$ cat config.mk
export PLATFORM = sky130hd
export DESIGN_NAME = sbce_ctrl
export DESIGN_NICKNAME = d
export VERILOG_FILES = /design/src/rtl/core/sbce_pkg.sv /design/src/rtl/core/sbce_ctrl.sv
export SDC_FILE = /design/constraint.sdc
export NUM_CORES = 1
export LEC_CHECK = 0
export BUFFER_PORTS_ARGS = -buffer_cell sky130_fd_sc_hd__buf_2
export CAP_MARGIN = 25
export CORE_AREA = 4 4 41 43
export CTS_CLUSTER_DIAMETER = 60
export DETAILED_ROUTE_END_ITERATION = 8
export DIE_AREA = 0 0 45 47
export GPL_ROUTABILITY_DRIVEN = 1
export PLACE_DENSITY_LB_ADDON = 0.12
export SKIP_LAST_GASP = 1
export SYNTH_ARGS = -nofsm -noshare
export SYNTH_HDL_FRONTEND = slang
export SYNTH_SLANG_ARGS = --single-unit
$ cat constraint.sdc
create_clock -name clk -period 2.5 [get_ports clk]
set_input_delay 0.5 -clock clk [delete_from_list [all_inputs] [get_ports clk]]
set_output_delay 0.5 -clock clk [all_outputs]
set_load 0.05 [all_outputs]
$ cat src/rtl/core/sbce_pkg.sv
// Shared types, codes and constants for the single-byte charset encoder.
`default_nettype none

package sbce_pkg;

    // Default number of 256-entry pages in the byte table
    localparam int MAX_PAGES_DEF = 16;

    // Item commands, carried in the slave-side tuser
    typedef enum logic [1:0] {
        CMD_CLEAR       = 2'd0,
        CMD_LOAD_DECODE = 2'd1,
        CMD_LOAD_EXTRA  = 2'd2,
        CMD_ENCODE      = 2'd3
    } cmd_t;

    // Configuration register indexes
    localparam logic REG_REPLACEMENT = 1'b0;

    // Constants of the mapping
    localparam logic [7:0]  REPL_RESET    = 8'h3F;
    localparam logic [7:0]  DECODE_FLIP   = 8'h80;
    localparam logic [15:0] UNIT_NO_CHAR  = 16'hFFFD;
    localparam logic [5:0]  HIGH_SURR_TAG = 6'b110110;
    localparam logic [5:0]  LOW_SURR_TAG  = 6'b110111;

    // Controller states
    typedef enum logic [2:0] {
        ST_INIT_SWEEP,
        ST_IDLE,
        ST_PAGE,
        ST_SWEEP,
        ST_ENTRY,
        ST_RESOLVE,
        ST_OUT_FIRST,
        ST_OUT_SECOND
    } state_t;

    // Commands from controller to datapath
    typedef struct packed {
        logic capture;
        logic clear_state;
        logic sweep_step;
        logic load_commit;
        logic resolve;
        logic out_load;
        logic out_sel;
    } ctrl_cmd_t;

    // Status from datapath to controller
    typedef struct packed {
        cmd_t command;
        logic sweep_done;
        logic resolve_emits;
        logic res_two;
        logic out_free;
    } dp_status_t;

endpackage : sbce_pkg

`default_nettype wire

$ cat src/rtl/core/sbce_ctrl.sv
// Controller: sequences clearing passes, table lookups, loads and result delivery.
`default_nettype none

module sbce_ctrl (
    input  wire logic                  clk,
    input  wire logic                  rst_n,
    input  wire logic                  s_tvalid,
    output logic                       s_tready,
    input  wire sbce_pkg::dp_status_t  status,
    output sbce_pkg::ctrl_cmd_t        cmd
);

    sbce_pkg::state_t state_reg;
    sbce_pkg::state_t state_next;

    // Hold the state
    always_ff @(posedge clk or negedge rst_n)
    begin
        if (!rst_n)
            state_reg <= sbce_pkg::ST_INIT_SWEEP;
        else
            state_reg <= state_next;
    end

    // Advance the state and issue datapath commands
    always_comb
    begin
        state_next = state_reg;
        cmd        = '0;
        s_tready   = 1'b0;
        unique case (state_reg)
            sbce_pkg::ST_INIT_SWEEP:
            begin
                cmd.sweep_step = 1'b1;
                if (status.sweep_done)
                    state_next = sbce_pkg::ST_IDLE;
            end
            sbce_pkg::ST_IDLE:
            begin
                s_tready    = 1'b1;
                cmd.capture = s_tvalid;
                if (s_tvalid)
                    state_next = sbce_pkg::ST_PAGE;
            end
            sbce_pkg::ST_PAGE:
            begin
                if (status.command == sbce_pkg::CMD_CLEAR)
                begin
                    cmd.clear_state = 1'b1;
                    state_next      = sbce_pkg::ST_SWEEP;
                end
                else
                begin
                    state_next = sbce_pkg::ST_ENTRY;
                end
            end
            sbce_pkg::ST_SWEEP:
            begin
                cmd.sweep_step = 1'b1;
                if (status.sweep_done)
                    state_next = sbce_pkg::ST_OUT_FIRST;
            end
            sbce_pkg::ST_ENTRY:
            begin
                if (status.command == sbce_pkg::CMD_ENCODE)
                begin
                    state_next = sbce_pkg::ST_RESOLVE;
                end
                else
                begin
                    cmd.load_commit = 1'b1;
                    state_next      = sbce_pkg::ST_OUT_FIRST;
                end
            end
            sbce_pkg::ST_RESOLVE:
            begin
                cmd.resolve = 1'b1;
                state_next  = status.resolve_emits ? sbce_pkg::ST_OUT_FIRST
                                                   : sbce_pkg::ST_IDLE;
            end
            sbce_pkg::ST_OUT_FIRST:
            begin
                if (status.out_free)
                begin
                    cmd.out_load = 1'b1;
                    if (status.command == sbce_pkg::CMD_ENCODE && status.res_two)
                        state_next = sbce_pkg::ST_OUT_SECOND;
                    else
                        state_next = sbce_pkg::ST_IDLE;
                end
            end
            sbce_pkg::ST_OUT_SECOND:
            begin
                if (status.out_free)
                begin
                    cmd.out_load = 1'b1;
                    cmd.out_sel  = 1'b1;
                    state_next   = sbce_pkg::ST_IDLE;
                end
            end
            default:
            begin
                state_next = sbce_pkg::ST_IDLE;
            end
        endcase
    end

endmodule : sbce_ctrl

`default_nettype wire

==> results.md <==
- Status: finished, final reports clean
- Num rows: 13
- Total GRT Usage: between 9 and 10%
- Port Buffer Count: 16
- Synth top area cells: dfrtp_1, buf_4, and2_1
- Mux cell area share after synthesis: 2.91%
- Clk root buf: clkbuf_4
- CP max FO: 12
- Total power: 649 uW
- Share of layout cells above drive strength 1: 42.4%
- Hold Buf Count CTS: 0
- Synth cell types: 29
- Grt met2 use: 15.0%
- DP HPWL: 681 um
- Clock transition at path regs: 0.04 ns
- XOR/XNOR share of the synthesized area: 2.55%
- Synth Register Bits: 3
- Grt met1 use: 12.8%
- Tmin final: about 2.1 ns
- Compound-Gate Fraction of Synth Area: approximately 25%
- Synth warn: 0
- WP data arrival: between 1.5 and 2 ns
- Deepest clock path buffer count: 2
- First-pass GRT wire length: 1520 um
- Unrepaired setup endpoints after global routing: no
- Post-synth top flop: dfrtp_1
- Fill count: about 150
- Final WS setup: just over 0.4 ns
- Synth Instances: 42
- P&R area growth vs syn: 31.3%
- Final wirelength: 872 um
- Post-Syn Area per Cell: between 8 and 9 um2
- I/O pin cnt: 17
- Multi-input logic area: between 200 and 250 um2
- Critical Path Sink Type: output pin
- Asr flop ratio synth: 100%
- Gp weighted congestion: 0.678
- Post-layout util: 34.7%
- Final Hold Fails: 0
- CTS tree: built
- Initial antenna violation count: 0
- Worst-Skew Late Latency: 0.23 ns
- Clk sinks: 3
- Register area share after synthesis: 21.8%
- Final instance area: between 400 and 500 um2
- Clock share of power: between 10% and 20%
- H-tree Lvls: 1
- Max-cap violations: 0
- Slew margin rel.: 65.7%
- Highest Clock Rate: 0.477 GHz
- Max reg flops: 3
- Max Slew Vio Count: 0
- Initial Util: 26.4%
- Yosys top cell area share: 21.8%
- Synthesized cell area: about 340 um2
- Fin crit share: between 80% and 90%
- Leakage power: 0.209 nW
- Data required, critical path: 2.00 ns
- DR vias: 357
- Logic pwr share: 64.0%
- Pre-CTS setup slack: 0.511 ns
- EDFF count, synth: 0
- Antenna-violating nets left: 0
- Grt peak-use layer: met2
- Sw frac: around 57%
- FF+latch area: 75.1 um2
- P_sw: ~370 uW
- CTS buffer count: 3
- Global Route met3 Usage: 6.13%
- Sequential fraction of design power: roughly 23%
- Largest net degree at the start of global routing: 15
- CP startpoint kind: register
- Mapped Nets: 51
- Die height: 47 um
- Die area: 2120 um2
- Grt ovf: 0
- Core Region: 1300 um2
- Vias per Instance: 4.82
- Initial detailed-routing violation count: 4
- Routed len/inst: 11.8 um
- Largest area contributor in the netlist: dfrtp_1
- Post-Synth Simple-Gate Area: around two fifths
- Die Width: 45 um
- Peak VDD IR: 0.000512 V
- Antenna Cells: 0
- Pre-antenna DRT Iters: 4
- Power density over the cells: 1440 nW/um2
- Setup Fix Bufs, Post-CTS: 0
- Setup Skew: 0.000875 ns
- Setup CP Type: register to output pin
- Post-CTS resize count: 0
- Final setup violating endpoints: 0
- Final net count: 69
- Area post-placement: 425 um2
- Synth Area in Adders: 0%
- Internal power: 282 uW
- DRC: 0
- Largest family of logic cells by synthesized area: simple AND/OR/NAND/NOR gates
- Vias in the first global route: 350
- Post-route setup TNS: 0 ns
- Worst min path class: input pin to async pin
- Worst slew pin tran: slightly above 0.5 ns
==> cell type report <==
class	instances	area share (%)
well taps	15	4.16
clock buffers	4	5.82
inverters	1	0.831
multi-input cells	35	54.8
repair buffers	16	17.7
flip-flops and latches	3	16.6
==> layer usage <==
| layer | vias up | routed length (um) |
|---|---|---|
| met4 | 0 | 0 |
| met5 | - | 0 |
| li1 | 188 | - |
| met2 | 14 | 369 |
| met1 | 155 | 416 |
| met3 | 0 | 86 |
==> per-stage QoR <==
stage	hold WS, ns	std cells
after global routing	0.0492	74
after detailed placement	0.298	70
after CTS	0.0474	74
after floorplan	0.204	42
final	0.0527	74
after global placement	0.298	70
==> kinds of logic after synthesis <==
kind of cell	after synthesis
buffers and inverters	4
DFF	3
xor gates and xnor gates	1
and+or+nand+nor	22
muxes	1
AOI/OAI and AO/OA	11
==> power groups by stage <==
stage	Clock, mW	Sequential [mW]	Combinational (mW)
3_5_place_dp	0	0.150	0.418
6_report	0.0869	0.147	0.415
3_3_place_gp	0	0.153	0.417
2_1_floorplan	0	0.0880	0.414
5_1_grt	0.0950	0.162	0.448
4_1_cts	0.0904	0.150	0.419
==> worst max-delay path, cell delays in order, from the launching register on <==
cell and delay (ns):
dfrtp_1 0.50, or3_1 0.39, nor3b_2 0.19, buf_2 0.28
==> placed cells by master (no fill, tap or decap), types with 3 or more instances in the layout <==
master    synthesis  layout
dfrtp_1           3       3
clkbuf_4          0       3
nor2b_1           3       3
and2_1            3       3
nand2_1           3       3
buf_2             0      16
nor2_1            3       3
==> path summary, 6_finish.rpt <==
check / startpoint / end / slack [ns] / depth (start not counted)
setup / recovery: state_reg[0]$_DFFE_PN0P_ / cmd[5] / 0.40 / 3
hold / removal: rst_n / state_reg[1]$_DFFE_PN0P_ / 0.05 / 1
hold reg to reg: state_reg[1]$_DFFE_PN0P_ / state_reg[1]$_DFFE_PN0P_ / 0.73 / 2
setup reg to reg: state_reg[1]$_DFFE_PN0P_ / state_reg[2]$_DFFE_PN0P_ / 0.89 / 3
max in group asynchronous: rst_n / state_reg[2]$_DFFE_PN0P_ / 2.34 / 1
min in group clk: status[0] / state_reg[2]$_DFFE_PN0P_ / 0.50 / 2
Note: power is estimated with default switching activity, not from simulation.
